**config.mk**
```make
export PLATFORM = sky130hd
export DESIGN_NAME = tmf_merge
export DESIGN_NICKNAME = d
export VERILOG_FILES = /design/src/hdl/tmf_pkg.sv /design/src/hdl/tmf_merge.sv
export SDC_FILE = /design/constraint.sdc
export NUM_CORES = 1
export LEC_CHECK = 0
export BUFFER_PORTS_ARGS = -buffer_cell sky130_fd_sc_hd__buf_2
export CAP_MARGIN = 20
export CORE_ASPECT_RATIO = 2
export CORE_MARGIN = 2
export CORE_UTILIZATION = 40
export DETAILED_ROUTE_END_ITERATION = 8
export PLACE_DENSITY = 0.73
export SKIP_LAST_GASP = 1
export SYNTH_ARGS = -nofsm -noshare
export SYNTH_HDL_FRONTEND = slang
export SYNTH_SLANG_ARGS = --single-unit
```
**constraint.sdc**
```tcl
create_clock -name clk_i -period 1.1 [get_ports clk_i]
set_input_delay 0.165 -clock clk_i [delete_from_list [all_inputs] [get_ports clk_i]]
set_output_delay 0.165 -clock clk_i [all_outputs]
set_load 0.005 [all_outputs]
```
**src/hdl/tmf_pkg.sv**
```systemverilog
package tmf_pkg;

  localparam int unsigned MaxTilesDef = 256;
  localparam int unsigned MaxRowsDef  = 16;
  localparam int unsigned CfgAddrW    = 2;
  localparam int unsigned CfgDataW    = 8;
  localparam int unsigned PropsW      = 8;
  localparam int unsigned RowPixW     = 64;
  localparam int unsigned PalW        = 3;
  localparam int unsigned RowsCfgW    = 5;
  localparam int unsigned NumOrient   = 4;

  localparam logic [PropsW-1:0] BitMirror  = 8'h20;
  localparam logic [PropsW-1:0] BitReverse = 8'h40;

  localparam logic [CfgAddrW-1:0] RegDefaultProps = 2'd0;
  localparam logic [CfgAddrW-1:0] RegFlipEnable   = 2'd1;
  localparam logic [CfgAddrW-1:0] RegRowsPerTile  = 2'd2;

  typedef enum logic [1:0] {
    CmdLoad   = 2'd0,
    CmdSearch = 2'd1,
    CmdAppend = 2'd2,
    CmdClear  = 2'd3
  } cmd_e;

  typedef enum logic [2:0] {
    StIdle,
    StSearch,
    StAppend,
    StDone
  } state_e;

  typedef struct packed {
    logic [1:0]  command;
    logic [3:0]  row_index;
    logic [63:0] row_pixels;
    logic [2:0]  palette;
  } in_item_t;

  typedef struct packed {
    logic       found;
    logic [7:0] tile_index;
    logic [7:0] props;
    logic       status;
  } out_item_t;

  // lane control from the sequencer
  typedef struct packed {
    logic clr;  // start of a tile
    logic en;   // row beat valid
  } lane_ctl_t;

  function automatic logic [RowPixW-1:0] mirror_row(input logic [RowPixW-1:0] v);
    logic [RowPixW-1:0] r;
    r = '0;
    for (int i = 0; i < 8; i++) begin
      r[8*i +: 8] = v[8*(7-i) +: 8];
    end
    return r;
  endfunction

endpackage

```
**src/hdl/tmf_merge.sv**
```systemverilog
// merge: keeps, per orientation, the index of the first tile that hit
module tmf_merge #(
  parameter int unsigned MaxTiles = tmf_pkg::MaxTilesDef
) (
  input  logic                                clk_i,
  input  logic                                rst_ni,
  input  logic                                clr_i,
  input  logic                                tile_end_i,
  input  logic [$clog2(MaxTiles+1)-1:0]       tile_i,
  input  logic [tmf_pkg::NumOrient-1:0]       hit_i,
  output logic [tmf_pkg::NumOrient-1:0]       have_o,
  output logic [tmf_pkg::NumOrient*8-1:0]     idx_o
);

  logic [tmf_pkg::NumOrient-1:0] have_q, have_d;
  logic [7:0]                    idx_q [tmf_pkg::NumOrient];

  // first tile index per orientation, lowest index wins
  always_comb begin
    have_d = have_q;
    if (clr_i) begin
      have_d = '0;
    end else if (tile_end_i) begin
      have_d = have_q | hit_i;
    end
  end

  always_ff @(posedge clk_i or negedge rst_ni) begin
    if (!rst_ni) begin
      have_q <= '0;
    end else begin
      have_q <= have_d;
    end
  end

  always_ff @(posedge clk_i) begin
    for (int o = 0; o < tmf_pkg::NumOrient; o++) begin
      if (tile_end_i && hit_i[o] && !have_q[o]) begin
        idx_q[o] <= 8'(tile_i);
      end
    end
  end

  always_comb begin
    for (int o = 0; o < tmf_pkg::NumOrient; o++) begin
      idx_o[8*o +: 8] = idx_q[o];
    end
  end

  assign have_o = have_q;

endmodule

```
; Word level (Yosys, flattened, before mapping)
; Memory sizes are Yosys's and may differ from the RTL's.
; Index checks and enable logic that the tools add are counted.
[totals]
regBits = 4
ram_bits = 32
input_bits = 17
output_inout_bits = 36
wordCells = 26
memories = 1
[mem_list]
columns = memory, words, width, read_ports, rd_ports_with_merged_regs, wr, line
row1 = idx_q, 4, 8, 4, 0, 4, tmf_merge.sv:16  ; logic [7:0] idx_q [tmf_pkg::NumOrient];
[classes]
n_mux = 10
bitwise = 1
n_reduce_logical = 13
[op_table]
columns = op, count
row1 = $logic_and A1 B1 Y1, 8
row2 = $mux W1, 8
row3 = $mux W4, 2
row4 = $logic_not A1 Y1, 4
row5 = $or A4 B4 Y4, 1
row6 = $reduce_bool A2 Y1, 1

; Logic depth before layout (Yosys ltp)
; Gate-level depths: netlist of the first run.
[logic_depth]
depth_word = 4
mapped_depth = 3
mapped_depth_nobuf = 2

; Worst setup path after synthesis of the first run
; OpenSTA, ideal clock, no wires.
[synth_path]
kind = register to register
from = reg have_q (netlist bit have_o[0])
to = mem idx_q[0][0] (enable)
setup_time_ns = 0.370
t_arrival_ns = 0.789
t_required_ns = 0.730
path_slack_ns = -0.059
stages_incl_launch_ff = 2
n_path_buf = 0
synth_period_minus_slack_ns = 1.159
path_cell_list = dfrtp_1 nor2_1
[synth_lines]
columns = item, line
row1 = start: declaration, tmf_merge.sv:15  ; logic [tmf_pkg::NumOrient-1:0] have_q, have_d;
row2 = start signal: assignment, tmf_merge.sv:32  ; have_q <= have_d;
row3 = end: declaration, tmf_merge.sv:16

==> results, run 1 <==
- The flow ran to the end, and the final reports show no timing, DRC or antenna violations.
- The library cell used most frequently in the layout, excluding fill and tap cells, is buf_2.
- In this run the number of H-tree levels came out at 2.
- The post-detailed-route wirelength per cell is between 10 and 15 µm.
- The maximum clock skew at final layout is 0.00276 ns.
- For this run, the number of Yosys warnings is 0.
- The clock tree from TritonCTS is done.
- Clock tree synthesis selected as its root buffer the cell clkbuf_8.
- The number of antenna violations at the first check in global routing is 0.
- Buffers inserted during clock tree synthesis total 5.
- The finished layout cell area is 1600 µm².
- The final number of max-transition violations came to 0.
- In this run, distinct cell masters in the synthesized netlist total 7.
- The path type of the worst min-delay path is input pin to flip-flop.
- The count of hold buffers inserted by post-cts repair is 1.
- The number of nets in the synthesized netlist is 70.
- The largest stage delay on the critical path is 0.40 ns.
- The critical path start-end classification is flip-flop to flip-flop.
- The average footprint of a synthesized cell is between 20 and 25 µm².
- Counting flops and latches in the post-synthesis netlist gives 36.
- The tool flagged a number of max-cap violations equal to 0.
- The first global-routing pass estimated 3110 µm of wire.
- STA classifies the critical path startpoint as a flip-flop.
- Dividing total power by cell area gives a power density of 1630 nW/µm².
- The critical path goes through nor2_2 -> buf_12.
- Port buffering added 51 buffers.
- The number of detailed-routing iterations run before antenna repair is 4.
- Setup violations remaining at the end of the flow were counted as 0.
- The via count of the first global-routing pass was 704.
- The type of element capturing the critical path is a flip-flop.
- The net count reported at finish is roughly 130.
- The post-synthesis to final-layout area growth is 39.6%.
- The share of the Yosys chip area taken by registers is 92.7%.
- 53 I/O pins were placed.
- The number of rows in the core area is 27.
- The highest net fanout along the worst path is 8.
- The number of failing hold endpoints at the final stage is 0.
- In this run the standard cell core region covers 2740 µm².
- The static power due to leakage is 0.000670 µW.
- Among all stages on the critical path, the largest delay is contributed by dfrtp_1.
- For this configuration, the core starts out at a cell density of a little over two fifths.
- The fraction of final layout cells with drive strength greater than 1 is 58.6%.
- The instance area at placement is 1510 µm².
- Data on the critical path is required at its endpoint by 1.09 ns.
- The mapped netlist covers around 1100 µm².
- The buffering stage count on the worst path with inverters included is 1.
- From bottom edge to top edge, the die measures 79.7 µm.
- Counting I/O delays and the setup requirement, the final critical path takes 0.989 ns.
- Detailed placement ended at an HPWL of approximately 1600 µm.
- The cell class contributing the biggest share of worst-path delay is flip-flops.
- Buffers added to address setup during post-CTS repair amount to 0.
- The multi-input combinational cells in the finished layout cover a total of roughly 83 µm².
- Setup repair after global routing left no endpoint under its margin.
- For the final routed database, the setup TNS stands at 0 ns.
- In the routed design, unresolved DRC markers number 0.
- The worst-case IR drop observed on VDD is 1.17 mV.
- The die area is 3330 µm².
- The area used by sequential logic in the layout is 1060 µm².
- Once the clock tree was built, the resizer swapped 0 gates to a different size.
- The clock input transition at the sequential cells of the worst setup and hold paths is 0.06 ns.
- The final clock period utilization by the worst path is around nine tenths.
- The maximum buffer depth of the clock tree is 2.
- In the global route stage, overall resource usage came out at 13.3%.
- Measured against its own limit, the worst slew margin works out to 90.0%.
- The arrival time at the worst endpoint is 0.98 ns.
- The repair_antennas step left the layout with diodes totalling 0.
- Summed over all layers, the routed wires come to 2050 µm.
- Based on the critical path, the design can be clocked at up to a little over 1000 MHz.
- The total of fill cells in the finished design is 224.
- The maximum number of pins on one net before global-route repair is 11.
- The global placer's final weighted congestion is 0.687.
- Synthesis handed over a netlist of 53 instances.
- The chip width is 41.8 µm.
- The number of clock sinks is 36.
- The detailed-route via count is 672.
- In the layout the commonest cells are buf_2 (51), edfxtp_1 (32), clkbuf_8 (5).
- The overall overflow remaining after global route is 0.
- The detail-routed via count per cell is 4.63.
- The actual slew at the worst max-slew pin is 0.150 ns.
- The first-iteration detailed-routing DRC count is 9.
- The post-detailed-route count of antenna-violating nets is 0.
- The insertion delay to the later sink of the worst-skew pair is ~0.28 ns.
[per-stage QoR]
| step | cells | hold slack (ns) | setup slack [ns] | util [%] | total power, µW |
|---|---|---|---|---|---|
| 2_1_floorplan | 53 | -0.131 | 0.0808 | - | 1660 |
| 3_3_place_gp | 137 | -0.0285 | 0.123 | 55.2 | 1800 |
| 3_5_place_dp | 137 | -0.0245 | 0.104 | 55.2 | 1810 |
| 4_1_cts | 145 | 0.0737 | 0.0995 | 58.4 | 2640 |
| 5_1_grt | 145 | 0.0783 | 0.0660 | 58.4 | 2710 |
| 6_report | 145 | 0.0847 | 0.111 | 58.4 | 2600 |
[cells in the mapped netlist]
master	instances	area share [%]
a21oi_1	2	0.87
a21oi_2	2	1.5
buf_6	1	0.98
edfxtp_1	32	84
nand2_1	4	1.3
nor2_1	8	2.6
dfrtp_1	4	8.7
[final cells by class]
cell class              count  area share [%]
flip-flops and latches     36            66.4
clock buffers               6            4.54
clock inverters             1           0.313
multi-input cells          16            5.17
well taps                  29            2.27
repair buffers             57            21.3
[report_power, final]
group          internal [µW]  total, µW  switching [µW]
Sequential              1560       1580            19.3
Combinational           97.0        195            98.4
Clock                    429        827             398
[final timing paths]
check | slack (ns) | endpoint | depth (start not counted) | startpoint
worst max-delay path | 0.11 | idx_q[0][0] | 2 | have_o[0]
worst min-delay path | 0.08 | have_o[1] | 2 | clr_i
worst max register to register | 0.11 | idx_q[0][0] | 2 | have_o[0]
worst min register to register | 0.53 | have_o[1] | 2 | have_o[1]
max in group asynchronous | 0.74 | have_o[3] | 2 | rst_ni
min in group asynchronous | 0.24 | have_o[0] | 2 | rst_ni
[cells by family after synthesis]
group           count (synthesis)  synth area share (%)
compound gates                  4                  2.40
buf+inv                         1                 0.984
flops                          36                  92.7
simple gates                   12                  3.93
[state kept, by name (all words and copies together) (netlist names)]
register	cells
have_o	4
idx_q	32
[metal layers]
metal  up-vias  track usage, %  share of wire, %
met4         0            8.06               1.8
met5         -               0                 0
li1        320               -                 -
met1       307            9.66                30
met3         6            5.20               8.1
met2        39            26.3                60
Power figures use the tool's default switching activity.
==> run 2, diff against run 1 <==
--- a/config.mk
+++ b/config.mk
@@ -7,7 +7,7 @@
 export LEC_CHECK = 0
 export BUFFER_PORTS_ARGS = -buffer_cell sky130_fd_sc_hd__buf_2
 export CAP_MARGIN = 20
-export CORE_ASPECT_RATIO = 2
+export CORE_ASPECT_RATIO = 0.9
 export CORE_MARGIN = 2
 export CORE_UTILIZATION = 40
 export DETAILED_ROUTE_END_ITERATION = 8
==> run 2 against run 1 <==
Die area down 0.77%. Combinational power is essentially flat. Sequential cell count stayed put.
==> results, run 2 (same netlist as run 1, synthesis figures left out) <==
- The number of rows in the core area is 18 (-33%).
- The flip-flop count of the largest register, all copies and words added is 32 (unchanged).
- The effective utilization at floorplan came to 42.0% (+0.17 points).
- The net count reported at finish is 134 (+0.75%).
- The HPWL reported at the end of detailed placement is 1380 µm (-13%).
- The type of element capturing the critical path is an output pin.
- The worst voltage drop across the vdd grid is 0.777 mV (-34%).
- The post-detailed-route wirelength per cell is 12.1 µm (-14%).
- The arrival time at the worst endpoint was 0.88 ns (-0.10 ns).
- The library cell used most frequently in the layout, excluding fill and tap cells, is buf_2.
- The final clock period utilization by the worst path is 94.8% (+4.9 points).
- The combined global-route utilization of all metal layers is 12.4% (-0.96 points).
- The via count of the first global-routing pass is 594 (-16%).
- The number of buffers created by CTS is 5 (unchanged).
- The overall overflow remaining after global route was 0 (unchanged).
- The DRC violation count after routing was 0 (unchanged).
- The height of the die is 54.8 µm (-31%).
- The post-detailed-route count of antenna-violating nets was 0 (unchanged).
- The final design utilization came to 58.2% (-0.17 points).
- The number of max-capacitance violations reported is 0 (unchanged).
- The fraction of power consumed by the clock network is 25.2% (-6.6 points).
- The total negative slack is 0 ns (unchanged).
- The detailed-route via count came to 661 (-1.6%).
- The highest net fanout along the worst path is 3 (-5).
- The internal power is 1880 µW (-9.9%).
- The number of levels in the clock H-tree is 2 (unchanged).
- The sequential cell fraction of total power is 66.5% (+5.8 points).
- The maximum buffer depth of the clock tree is 2 (unchanged).
- The wire length on met2 was 924 µm (-25%).
- The root cell of the clock tree is clkbuf_4.
- Setup repair after global routing left no endpoint under its margin.
- The static power due to leakage is 0.000660 µW (-1.4%).
- The number of failing hold endpoints at the final stage is 0 (unchanged).
- The antenna cell count is 0 (unchanged).
- The instance area at placement is 1520 µm² (+0.91%).
- The maximum number of pins on one net before global-route repair is 11 (unchanged).
- The worst setup path is of the flip-flop to output pin kind.
- The final number of max-transition violations is 0 (unchanged).
- The wire length of the first global-routing pass was 2660 µm (-14%).
- The count of port buffers added during placement came to 51 (unchanged).
- The post-synthesis to final-layout area growth is 38.6%.
- The core area was 2730 µm² (-0.41%).
- The insertion delay to the later sink of the worst-skew pair is 0.32 ns (+0.04 ns).
- The detailed router used layers up to and including met4.
- The data required time of the worst path is 0.94 ns (-0.15 ns).
- The routed wire length on met3 is 193 µm (+17%).
- The standard cell with the maximum stage delay on the critical path is dfrtp_1.
- The number of antenna violations at the first check in global routing is 0 (unchanged).
- The run finished with clean final reports.
- The maximum clock skew at final layout is 0.00342 ns (+0.000657 ns).
- The minimum clock period is 1.04 ns (+0.0537 ns).
- The top achievable clock speed is 959 MHz (-5.2%).
- The net load switching power came to 492 µW (-4.5%).
- The buffering stage count on the worst path with inverters included is 1 (unchanged).
- The number of detailed-routing iterations run before antenna repair is 4 (unchanged).
- The overall power after layout came to 2370 µW (-8.8%).
- The global placer's final weighted congestion is 0.700 (+1.9%).
- The worst slew margin relative to its limit is 89.9% (-0.12 points).
- The routed length on met1 is 777 µm (+25%).
- The clock input transition at the sequential cells of the worst setup and hold paths was 0.09 ns (+0.03 ns).
- The cell family contributing the most delay on the critical path is flip-flops.
- The largest stage delay on the critical path came to 0.42 ns (+0.02 ns).
- The detail-routed via count per cell is 4.21 (-9.2%).
- TritonCTS built the clock tree.
- The actual slew at the worst max-slew pin is 0.152 ns (+0.00175 ns).
- The combinational fraction of design power is 8.3% (+0.8 points).
- The number of I/O pins is 53 (unchanged).
- The wire length reported by the detailed router is 1900 µm (-7.1%).
- The chip width was 60.4 µm (+44%).
- The register with the most flip-flops in the final layout is idx_q.
- The finished layout cell area is 1590 µm² (-0.70%).
- The path type of the worst min-delay path is input pin to flip-flop.
- The fraction of final layout cells with drive strength greater than 1 is 58.1% (-0.50 points).
- The number of clock sinks is 36 (unchanged).
- The die area is 3310 µm² (-0.77%).
- The switching part of the total came to 20.7% (+0.93 points).
- The startpoint type of the worst setup path is a flip-flop.
- The first-iteration detailed-routing DRC count is 13 (+4).
- In the layout the commonest cells are buf_2 (51), edfxtp_1 (32), clkbuf_4 (5).
- The signal on the critical path passes through buf_2.
- The count of final setup violators is 0 (unchanged).
- The power per unit of standard cell area is 1500 nW/µm² (-8.2%).
[run 2: layer usage]
layer	up-vias	GRT usage (%)
li1	324	-
met3	2	7.57
met5	-	0
met2	41	19.2
met4	0	4.44
met1	294	14.0
[run 2: power groups by stage]
stage	Combinational (µW)	Sequential, µW	Clock [µW]
final	197	1580	599
after global routing	219	1580	677
after CTS	198	1580	619
after detailed placement	195	1610	0
after global placement	189	1610	0
after floorplan	44.3	1620	0
[run 2: timing repair]
item	4_1_cts	5_1_grt
hold endpoints to repair	4	0
gates resized for setup	0	0
hold buffers	1	0
endpoints found under the setup margin	0	1
setup buffers	0	1
[run 2: area by class of cell]
type	count	area [µm²]
fill	231	1140
sequential	36	1060
timing repair buffer	58	348
multi-input combinational	16	82.6
tap	40	50.0
clock buffer	5	37.5
clock inverter	2	7.51
[run 2: stage by stage]
step                      std cells  hold WS (ns)  worst slack (ns)
after global placement          148       -0.0298             0.120
after floorplan                  53        -0.131            0.0808
after detailed placement        148       -0.0271            0.0997
after global routing            157        0.0213           0.00647
after CTS                       156        0.0237            0.0358
final                           157        0.0314            0.0570
[run 2: path summary, 6_finish.rpt]
check	startpoint	end	slack (ns)	cells past startpoint
min in group asynchronous	rst_ni	have_o[0]	0.17	2
setup reg to reg	have_o[0]	idx_q[0][1]	0.11	2
setup / recovery	have_o[0]	have_o[0]	0.06	1
max in group asynchronous	rst_ni	have_o[2]	0.81	2
hold reg to reg	have_o[0]	have_o[0]	0.55	2
hold / removal	clr_i	have_o[0]	0.03	2
