===== config.mk =====
export PLATFORM = sky130hd
export DESIGN_NAME = tmf_lane
export DESIGN_NICKNAME = d
export VERILOG_FILES = /design/src/hdl/tmf_pkg.sv /design/src/hdl/tmf_lane.sv
export SDC_FILE = /design/constraint.sdc
export NUM_CORES = 1
export LEC_CHECK = 0
export BUFFER_PORTS_ARGS = -buffer_cell sky130_fd_sc_hd__clkbuf_2
export CORE_ASPECT_RATIO = 2
export CORE_UTILIZATION = 26
export DETAILED_ROUTE_END_ITERATION = 8
export GPL_ROUTABILITY_DRIVEN = 0
export PLACE_DENSITY_LB_ADDON = 0.25
export SKIP_CTS_REPAIR_TIMING = 1
export SLEW_MARGIN = 20
export SYNTH_ARGS = -nofsm -noshare
export SYNTH_HDL_FRONTEND = slang
export SYNTH_SLANG_ARGS = --single-unit

===== constraint.sdc =====
create_clock -name clk_i -period 1.06 [get_ports clk_i]
set_clock_uncertainty 0.1 [all_clocks]
set_input_delay 0.159 -clock clk_i [delete_from_list [all_inputs] [get_ports clk_i]]
set_output_delay 0.159 -clock clk_i [all_outputs]
set_load 0.1 [all_outputs]

===== src/hdl/tmf_pkg.sv =====
package tmf_pkg;

  localparam int unsigned MaxTilesDef = 256;
  localparam int unsigned MaxRowsDef  = 16;
  localparam int unsigned CfgAddrW    = 2;
  localparam int unsigned CfgDataW    = 8;
  localparam int unsigned PropsW      = 8;
  localparam int unsigned RowPixW     = 64;
  localparam int unsigned PalW        = 3;
  localparam int unsigned RowsCfgW    = 5;
  localparam int unsigned NumOrient   = 4;

  localparam logic [PropsW-1:0] BitMirror  = 8'h20;
  localparam logic [PropsW-1:0] BitReverse = 8'h40;

  localparam logic [CfgAddrW-1:0] RegDefaultProps = 2'd0;
  localparam logic [CfgAddrW-1:0] RegFlipEnable   = 2'd1;
  localparam logic [CfgAddrW-1:0] RegRowsPerTile  = 2'd2;

  typedef enum logic [1:0] {
    CmdLoad   = 2'd0,
    CmdSearch = 2'd1,
    CmdAppend = 2'd2,
    CmdClear  = 2'd3
  } cmd_e;

  typedef enum logic [2:0] {
    StIdle,
    StSearch,
    StAppend,
    StDone
  } state_e;

  typedef struct packed {
    logic [1:0]  command;
    logic [3:0]  row_index;
    logic [63:0] row_pixels;
    logic [2:0]  palette;
  } in_item_t;

  typedef struct packed {
    logic       found;
    logic [7:0] tile_index;
    logic [7:0] props;
    logic       status;
  } out_item_t;

  // lane control from the sequencer
  typedef struct packed {
    logic clr;  // start of a tile
    logic en;   // row beat valid
  } lane_ctl_t;

  function automatic logic [RowPixW-1:0] mirror_row(input logic [RowPixW-1:0] v);
    logic [RowPixW-1:0] r;
    r = '0;
    for (int i = 0; i < 8; i++) begin
      r[8*i +: 8] = v[8*(7-i) +: 8];
    end
    return r;
  endfunction

endpackage


===== src/hdl/tmf_lane.sv =====
// one orientation compare lane: accumulates row equality over a tile
module tmf_lane (
  input  logic                         clk_i,
  input  logic                         rst_ni,
  input  tmf_pkg::lane_ctl_t           ctl_i,
  input  logic [tmf_pkg::RowPixW-1:0]  stored_i,
  input  logic [tmf_pkg::RowPixW-1:0]  query_i,
  input  logic                         pal_eq_i,
  output logic                         match_o
);

  logic eq_q, eq_d;

  // running match flag, restarted at each tile
  always_comb begin
    if (ctl_i.clr) begin
      eq_d = pal_eq_i & (stored_i == query_i);
    end else if (ctl_i.en) begin
      eq_d = eq_q & (stored_i == query_i);
    end else begin
      eq_d = eq_q;
    end
  end

  always_ff @(posedge clk_i or negedge rst_ni) begin
    if (!rst_ni) begin
      eq_q <= 1'b0;
    end else begin
      eq_q <= eq_d;
    end
  end

  assign match_o = eq_q;

endmodule


; ---- After elaboration in Yosys (flattened, before gate mapping)
; Cells that the tools add are included.
[classes]
mux = 2
bitwise = 2
reduce_logical = 1
eq_ne = 1
[op_table]
columns = cell, count
row1 = equality test 64 bit, 1
row2 = AND 1 bit, 2
row3 = two-way mux 1 bit, 2
row4 = nonzero test 2 bit, 1
[word_totals]
register_bits = 1
out_inout_bits = 1
wordCells = 7

; ---- Logic depth before layout (Yosys ltp)
; Gate-level depths: netlist of run 1.
[depth]
depth_word = 4
depth_mapped = 5

; ---- Worst setup path before layout of run 1
; Ideal clock, no wire load.
[synth_timing]
path_kind = flip-flop to flip-flop
start = register eq_q, in the netlist match_o
end = register eq_q, in the netlist match_o
setup_ns = 0.076
arrival_ns = 1.552
stages_incl_launch_ff = 5
required_time_ns = 0.884
synth_period_minus_slack_ns = 1.729
setup_slack_ns = -0.669
cell_sequence = dfrtp_1 a21oi_1 nor4_1 nand4_1 o21ai_1
[synth_via]
elab_chain_len = 3
[synth_lines]
columns = item, line
row1 = start: declaration, tmf_lane.sv:12  ; logic eq_q, eq_d;
row2 = start signal: assignment, tmf_lane.sv:29  ; eq_q <= eq_d;
row3 = AND 1 bit, tmf_lane.sv:19  ; eq_d = eq_q & (stored_i == query_i);
row4 = two-way mux 1 bit, tmf_lane.sv:18  ; end else if (ctl_i.en) begin
row5 = two-way mux 1 bit, tmf_lane.sv:16  ; if (ctl_i.clr) begin
; Every way passes these cells. The select of a mux whose other input is x is not followed.
; A chain may end at the register's enable or synchronous reset.

; ---- Worst setup path in the final report of run 1
[layout_timing]
start = input query_i[11] (netlist name)
end = register eq_q, in the netlist match_o
[layout_via]
elab_chain_len = 4
elab_cells_between_ends = 5
cone_classes = eq/ne (1) / mux (2) / bitwise (2)
[layout_lines]
columns = item, line
row1 = start: declaration, tmf_lane.sv:7  ; input logic [tmf_pkg::RowPixW-1:0] query_i,
row2 = equality test 64 bit *, "tmf_lane.sv:17, tmf_lane.sv:19"
row3 = AND 1 bit, tmf_lane.sv:19
row4 = two-way mux 1 bit, tmf_lane.sv:18
row5 = two-way mux 1 bit *, tmf_lane.sv:16
; Every way passes the cells marked *; elsewhere a longest branch is shown, timed or not. The select of a mux whose other input is x is not followed.

==> results of run 1 <==
layout make-up:
type	instances	area [um^2]	share of cell area (%)
well taps	31	38.8	2.29
inverters	10	37.5	2.21
flip-flops and latches	1	28.8	1.70
multi-input cells	102	820	48.3
repair buffers	144	772	45.5
through the flow:
step	hold WS (ns)	utilization, %	setup WS (ns)	cells	setup TNS (ns)
floorplan	-0.237	-	-0.297	113	-0.297
global placement	-0.153	52.4	-0.422	287	-0.422
detailed placement	-0.155	52.4	-0.496	287	-0.496
CTS	-0.155	52.4	-0.506	287	-0.506
global route	0.397	53.7	-0.492	288	-0.492
finish	0.361	53.7	-0.386	288	-0.386
worst max-delay path, cell delays in order:
cell and delay, ns:
clkbuf_2 0.09, nor2b_1 0.14, a2111o_1 0.36, nor4_2 0.25, nand4_1 0.12, o21ai_1 0.14
placed cells by master, fill, tap and decap left out, drive strengths merged, types with 2 or more instances in the layout:
master	count
nor4	4
xnor2	46
clkbuf	131
a2111o	5
nand4	12
nor2	2
nor2b	16
nand2	4
o22ai	4
a2111oi	2
inv	10
buf	12
worst min-delay path by stage:
stage / endpoint / depth (start not counted) / slack (ns) / start
5_1_grt: match_o$_DFFE_PN0P_ / 4 / 0.40 / ctl_i[0]
3_3_place_gp: match_o$_DFFE_PN0P_ / 1 / -0.15 / rst_ni
4_1_cts: match_o$_DFFE_PN0P_ / 1 / -0.16 / rst_ni
6_report: match_o$_DFFE_PN0P_ / 4 / 0.36 / ctl_i[0]
3_5_place_dp: match_o$_DFFE_PN0P_ / 1 / -0.16 / rst_ni
2_1_floorplan: match_o$_DFFE_PN0P_ / 0 / -0.24 / rst_ni
logic make-up (layout without fill, tap and decap cells):
| logic type | Yosys count | after routing | synth area share [%] |
|---|---|---|---|
| and+or+nand+nor | 41 | 41 | 29.2 |
| xor gates and xnor gates | 47 | 47 | 48.2 |
| AOI/OAI and AO/OA | 14 | 14 | 15.2 |
| DFF | 1 | 1 | 2.93 |
| buffers and inverters | 10 | 154 | 4.40 |
power breakdown:
| part | switching (uW) | internal [uW] |
|---|---|---|
| sequential | 0.0000000000000000943 | 39.0 |
| combinational | 214 | 375 |
| clock | 0 | 0 |
| total | 214 | 414 |
routing by layer:
| metal | vias up | part of all wire [%] |
|---|---|---|
| met5 | - | 0 |
| met3 | 2 | 6.8 |
| met4 | 0 | 0.67 |
| met1 | 553 | 28 |
| met2 | 69 | 64 |
| li1 | 686 | - |
==> run_results.csv, run 1 <==
group,metric,value,unit
power_and_ir_drop,leakagePower,0.000872,uW
drt,drt_iter0_markers,7,
drt,ant_nets,0,
placement,dpl.hpwl,3010,um
clocking,clkTransAtPathRegs,0,ns
clocking,insertion_delay,0,ns
die,floorplan.initialDensity,27.0,%
finish,drive_gt1_share,58.4,%
die,die_area,3530,um^2
die,die-width,42.5,um
synth,synth_nets,246,
synth,syn-instance-count,113,
synth,synth.most_common_cell,"xnor2_1",
placement,placed_area,1660,um^2
synth,synth_top_area_cell,"xnor2_1",
drt,wl_per_cell,10.4,um
sta,slew_violations,0,
synth,postSynth.asyncResetShare,100,%
setup_path,setup.worst_path.start_class,"primary input",
grt,grt_overflow,0,
finish,largest_register_ffs,1,
synth,syn_avg_cell_area,7.55,um^2
setup_path,cp.required,0.88,ns
setup_path,crit_start,"query_i[11]",
setup_path,worstReg2RegEnd,"match_o$_DFFE_PN0P_",
synth,synth_top_area_share,47.2,%
sta,slew-limit-headroom,77.3,%
power_and_ir_drop,power_density,370,nW/um^2
setup_path,reg2reg_depth,4,
sta,hold_violations,0,
setup_path,crit_fanout,2,
setup_path,rrSetupSlack,-0.21,ns
sta,rsz0062_at_grt,"true",
synth,synth_area_leaders,"xnor2_1 (47%), nor2b_1 (11%), nand4_1 (8.8%), a2111o_1 (6.6%), inv_1 (4.4%)",
power_and_ir_drop,power.total,628,uW
setup_path,r2r_start,"match_o$_DFFE_PN0P_",
grt,grt_antenna_before_repair,0,
grt,grt_pass1_vias,1247,
die,core,3160,um^2
grt,grt_use_met2,39.3,%
drt,drt-total-wl,2990,um
synth,ys_warn_count,0,
finish,design_area,1700,um^2
grt,globalRouteMet1Util,13.3,%
run_status,status,"complete, but fails checks",
sta,tightestPinTransition,0.337,ns
grt,track_usage,16.7,%
power_and_ir_drop,peakVddDrop,0.195,mV
grt,grtUsageMet3,1.52,%
finish,nFillCells,320,
grt,gr-max-usage-layer,"met2",
setup_path,critPathCaptureType,"flip-flop",
grt,grt_pass1_wl,4730,um
synth,synth_edf_count,0,
finish,nets,392,
sta,period_share,136,%
synth,seq_area_frac_synth,2.93,%
die,io_pins,134,
setup_path,crit_type,"primary input to flip-flop",
sta,setup_viol,1,
sta,final.setup.worst_slack,-0.386,ns
drt,vias_per_cell,4.55,
finish,n_antenna_cell,0,
synth,yosys_register_bits,1,
finish,area_growth,98.8,%
min_path,hold_class,"primary input to flip-flop",
synth,netlist_area,853,um^2
placement,io_buffers,133,
die,num_rows,29,
drt,drc,0,
run_status,violations,"negative setup slack",
grt,grt_max_degree,4,
run,cap_violations,0,
synth,synthTopCellsByCount,"xnor2_1 (46), nor2b_1 (15), nand4_1 (12), inv_1 (10), a2111o_1 (5)",
setup_path,cp_data_arrival_time,1.26,ns
synth,yosysUniqueCellTypes,19,
sta,fmax,692,MHz
setup_path,crit_path_end,"match_o$_DFFE_PN0P_",
drt,vias,1310,
die,dieHeight,83.0,um
synth,synthFlopType,"dfrtp_1",
sta,timing.final.crit_period,1.45,ns
drt,dr.pass1.iters,3,
No activity file was read; power rests on OpenSTA's default activity.
==> run 2: changes to the inputs <==
BUFFER_PORTS_ARGS = unset   (was -buffer_cell sky130_fd_sc_hd__clkbuf_2)
CORE_AREA = 2 2 53 55   (was unset)
CORE_ASPECT_RATIO = unset   (was 2)
CORE_UTILIZATION = unset   (was 26)
CTS_CLUSTER_DIAMETER = 50   (was unset)
DIE_AREA = 0 0 55 57   (was unset)
DONT_BUFFER_PORTS = 1   (was unset)
==> run 2 against run 1 <==
- the run still ends with negative setup slack left
- utilization down 16 points
- via count down 35%
- global-route usage down 4.1 points
- fmax up 4.3%
- largest power group unchanged
- hold slack worse by 0.12 ns
- power down 47%
- wire length down 25%
- critical path type unchanged
- critical path depth down 1
- sequential share of layout area up 1.2 points
- cell area down 42%
==> run_results.csv, run 2 (synthesis results as in run 1) <==
group,metric,value,unit
run_status,status,"complete, but fails checks",
run_status,violations,"negative setup slack",
setup_path,setup.worst_path.start_class,"primary input",
clocking,clkTransAtPathRegs,0,ns
sta,final.setup.worst_slack,-0.326,ns
setup_path,crit_slowest_cell,"a2111o_1",
sta,period_share,131,%
power_and_ir_drop,p_switching,101,uW
finish,final_cell_mix,"xnor2_1 (46), nor2b_1 (14), nand4_1 (12)",
finish,nFillCells,288,
min_path,holdPathStages,3,
power_and_ir_drop,power_density,340,nW/um^2
finish,layout.area.seq,28.8,um^2
drt,ant_nets,0,
finish,area_growth,14.7,%
die,core,2620,um^2
setup_path,rrSetupSlack,-0.14,ns
sta,setup_viol,1,
placement,dpl.hpwl,2240,um
power_and_ir_drop,switching_share,30.4,%
setup_path,critPathMaxStageDelay,0.39,ns
drt,drt-total-wl,2250,um
die,die_area,3140,um^2
drt,vias_per_cell,5.67,
power_and_ir_drop,share_comb_of_total_power,88.3,%
finish,nets,253,
finish,largest_register_ffs,1,
sta,timing.final.crit_period,1.39,ns
setup_path,cp.required,0.87,ns
die,io_pins,134,
finish,final_common_cell,"xnor2_1",
die,num_rows,19,
grt,grt_pass1_wl,2990,um
clocking,insertion_delay,0,ns
finish,n_antenna_cell,0,
sta,fmax,722,MHz
setup_path,cp_data_arrival_time,1.20,ns
run,cap_violations,0,
sta,rsz0062_at_grt,"true",
drt,drc,0,
drt,drt_iter0_markers,3,
grt,track_usage,12.6,%
setup_path,worstPathCellList,"nor2b_4, a2111o_1, nor4_2, nand4_1, o21ai_1",
setup_path,r2r_start,"match_o$_DFFE_PN0P_",
sta,slew_violations,0,
grt,grt_antenna_before_repair,0,
die,floorplan.initialDensity,32.6,%
sta,fin_hold_ws,0.238,ns
min_path,hp-start,"ctl_i[0]",
power_and_ir_drop,p_seq_share,11.7,%
setup_path,reg2reg_depth,4,
die,dieHeight,57,um
setup_path,critPathCaptureType,"flip-flop",
min_path,hold_class,"primary input to flip-flop",
placement,io_buffers,0,
power_and_ir_drop,p_clk_share,0,%
placement,placed_area,930,um^2
setup_path,crit_fanout,2,
sta,slew-limit-headroom,80.7,%
setup_path,crit_type,"primary input to flip-flop",
grt,grt_pass1_vias,834,
power_and_ir_drop,leakagePower,0.000292,uW
finish,drive_gt1_share,11.0,%
sta,hold_violations,0,
die,die-width,55,um
drt,vias,845,
power_and_ir_drop,power.total,333,uW
power_and_ir_drop,peakVddDrop,0.143,mV
min_path,min_to,"match_o$_DFFE_PN0P_",
power_and_ir_drop,p_int,232,uW
grt,grt_overflow,0,
drt,dr.pass1.iters,4,
grt,grt_max_degree,4,
sta,tns,-0.326,ns
setup_path,worstReg2RegEnd,"match_o$_DFFE_PN0P_",
finish,multi_input_area,833,um^2
sta,tightestPinTransition,0.290,ns
placement,place_ws,-0.435,ns
finish,design_area,978,um^2
drt,wl_per_cell,15.1,um
-- run 2: changes by cell type in the layout (fill, tap and decap cells not counted) --
cell / change
clkbuf_2: -131
buf_4: -6
buf_12: -1
buf_6: -1
nor2b_1: -1
nor2b_4: +1
nor4_1: -1
nor4_2: +1
-- run 2: worst max path at each step --
stage / startpoint / endpoint / slack [ns]
5_1_grt: query_i[53] / match_o$_DFFE_PN0P_ / -0.44
2_1_floorplan: match_o$_DFFE_PN0P_ / match_o$_DFFE_PN0P_ / -0.30
6_report: query_i[53] / match_o$_DFFE_PN0P_ / -0.33
4_1_cts: query_i[0] / match_o$_DFFE_PN0P_ / -0.44
3_5_place_dp: query_i[0] / match_o$_DFFE_PN0P_ / -0.43
3_3_place_gp: query_i[33] / match_o$_DFFE_PN0P_ / -0.33
-- run 2: layout make-up --
type                            instances  area share, %
Inverter                               10           3.84
Timing Repair Buffer                    5           4.09
Multi-Input combinational cell        102           85.2
Sequential cell                         1           2.94
Tap cell                               31           3.96
-- run 2: power groups by stage --
stage | Sequential [uW] | Clock [uW] | Combinational [uW]
global route | 39.0 | 0 | 333
CTS | 39.0 | 0 | 282
floorplan | 39.0 | 0 | 246
global placement | 39.0 | 0 | 274
detailed placement | 39.0 | 0 | 282
finish | 39.0 | 0 | 294
-- run 2: stage by stage --
step / std cells / util, %
3_5_place_dp: 148 / 35.6
6_report: 149 / 37.4
4_1_cts: 148 / 35.6
3_3_place_gp: 148 / 35.6
5_1_grt: 149 / 37.4
2_1_floorplan: 113 / -
-- run 2: layer usage --
layer	vias to the layer above	part of all wire, %	track usage (%)
li1	407	-	-
met1	359	29	10.8
met2	79	58	29.1
met3	0	14	0.785
met4	0	0	0.697
met5	-	0	0
-- run 2: critical path, delay by kind of cell --
family             cells  cell delay (ns)
and+or+nand+nor        3             0.49
AOI/OAI and AO/OA      2             0.55
==> run 3: changes to the inputs <==
BUFFER_PORTS_ARGS = -buffer_cell sky130_fd_sc_hd__buf_2   (was unset)
CORE_AREA = unset   (was 2 2 53 55)
CORE_ASPECT_RATIO = 2   (was unset)
CORE_UTILIZATION = 26   (was unset)
DIE_AREA = unset   (was 0 0 55 57)
DONT_BUFFER_PORTS = unset   (was 1)
TNS_END_PERCENT = 5   (was unset)
==> run 3 against run 2 <==
- the flow still finishes with violations (negative setup slack)
- sequential power about the same
- critical path depth increased by 1
- via count grew 55%
- sequential share of layout area is 1.2 points lower
- cell area increased by 73%
- power increased by 89%
- first-iteration DRC count rose to 4.7 times the previous value
- highest routed layer is now met4
==> run_results.csv, run 3 (synthesis results as in run 1) <==
group,metric,value,unit
setup_path,crit_path_end,"match_o$_DFFE_PN0P_",
sta,timing.final.crit_period,1.49,ns
grt,grt_overflow,0,
placement,dp_cells,285,
drt,vias,1311,
sta,final.setup.worst_slack,-0.431,ns
finish,n_antenna_cell,0,
setup_path,worstReg2RegEnd,"match_o$_DFFE_PN0P_",
die,num_rows,29,
drt,dr.pass1.iters,3,
grt,grt_antenna_before_repair,0,
drt,drt-total-wl,2990,um
placement,io_buffers,133,
setup_path,crit_type,"primary input to flip-flop",
grt,track_usage,16.5,%
setup_path,reg2reg_depth,5,
grt,grt_pass1_wl,4780,um
setup_path,r2r_start,"match_o$_DFFE_PN0P_",
setup_path,rrSetupSlack,-0.25,ns
drt,wl_per_cell,10.4,um
finish,drive_gt1_share,58.8,%
finish,instances_no_fill,286,
die,dieHeight,83.0,um
sta,rsz0062_at_grt,"true",
min_path,hold_class,"primary input to flip-flop",
finish,final_cell_mix,"buf_2 (131), xnor2_1 (46), nor2b_1 (13)",
grt,grt_pass1_vias,1280,
finish,nets,390,
setup_path,crit_start,"stored_i[53]",
setup_path,crit_fanout,2,
finish,final_common_cell,"buf_2",
power_and_ir_drop,peakVddDrop,0.198,mV
sta,fmax,671,MHz
setup_path,cp_data_arrival_time,1.30,ns
setup_path,setup.worst_path.start_class,"primary input",
finish,final_util,53.7,%
die,die-width,42.5,um
sta,fin_hold_ws,0.371,ns
drt,ant_nets,0,
sta,period_share,141,%
die,io_pins,134,
grt,grt_max_degree,4,
sta,slew_violations,0,
power_and_ir_drop,power.total,628,uW
die,floorplan.initialDensity,27.0,%
run_status,status,"complete, but fails checks",
sta,tightestPinTransition,0.275,ns
sta,setup_viol,1,
sta,slew-limit-headroom,81.6,%
finish,area_growth,98.8,%
drt,drt_iter0_markers,14,
die,core,3160,um^2
sta,hold_violations,0,
clocking,clkTransAtPathRegs,0,ns
power_and_ir_drop,power_density,370,nW/um^2
run,cap_violations,0,
setup_path,cp.required,0.87,ns
die,die_area,3530,um^2
placement,dpl.hpwl,2860,um
power_and_ir_drop,leakagePower,0.000844,uW
clocking,insertion_delay,0,ns
run_status,violations,"negative setup slack",
finish,largest_register_ffs,1,
drt,vias_per_cell,4.58,
drt,drc,0,
setup_path,critPathCaptureType,"flip-flop",
[run 3: layout make-up]
class                   count  area (um^2)
fillers                   344         1460
inverters                  10         37.5
multi-input cells         102          835
flip-flops and latches      1         28.8
well taps                  31         38.8
repair buffers            142          757
[run 3: critical path, stage by stage]
cell,delay (ns)
buf_2,0.12
nor2b_4,0.12
a2111o_1,0.43
a2111oi_4,0.21
nand4_1,0.13
o21ai_1,0.14
[run 3: routing by layer]
metal,vias up,GRT usage (%),wire length (um)
met5,-,0,0
met4,0,1.70,39
met3,4,1.52,214
met2,73,36.4,1850
met1,553,14.9,884
li1,681,-,-
[run 3: how the worst min path moves through the flow]
stage	start	to	slack (ns)	cells after the start
after floorplan	rst_ni	match_o$_DFFE_PN0P_	-0.24	0
after global placement	rst_ni	match_o$_DFFE_PN0P_	-0.15	1
after detailed placement	rst_ni	match_o$_DFFE_PN0P_	-0.16	1
after CTS	rst_ni	match_o$_DFFE_PN0P_	-0.16	1
after global routing	rst_ni	match_o$_DFFE_PN0P_	0.39	2
final	ctl_i[0]	match_o$_DFFE_PN0P_	0.37	4
[run 3: power by group]
part / switching (uW) / total, uW / internal, uW
clock network: 0 / 0 / 0
registers: 0.0000000000000000865 / 39.0 / 39.0
logic: 218 / 589 / 371
[run 3: through the flow]
stage	setup WS, ns	TNS (ns)	area, um^2
after CTS	-0.494	-0.494	1640
after floorplan	-0.297	-0.297	861
after global placement	-0.434	-0.434	1640
after global routing	-0.503	-0.503	1700
after detailed placement	-0.488	-0.488	1640
final	-0.431	-0.431	1700
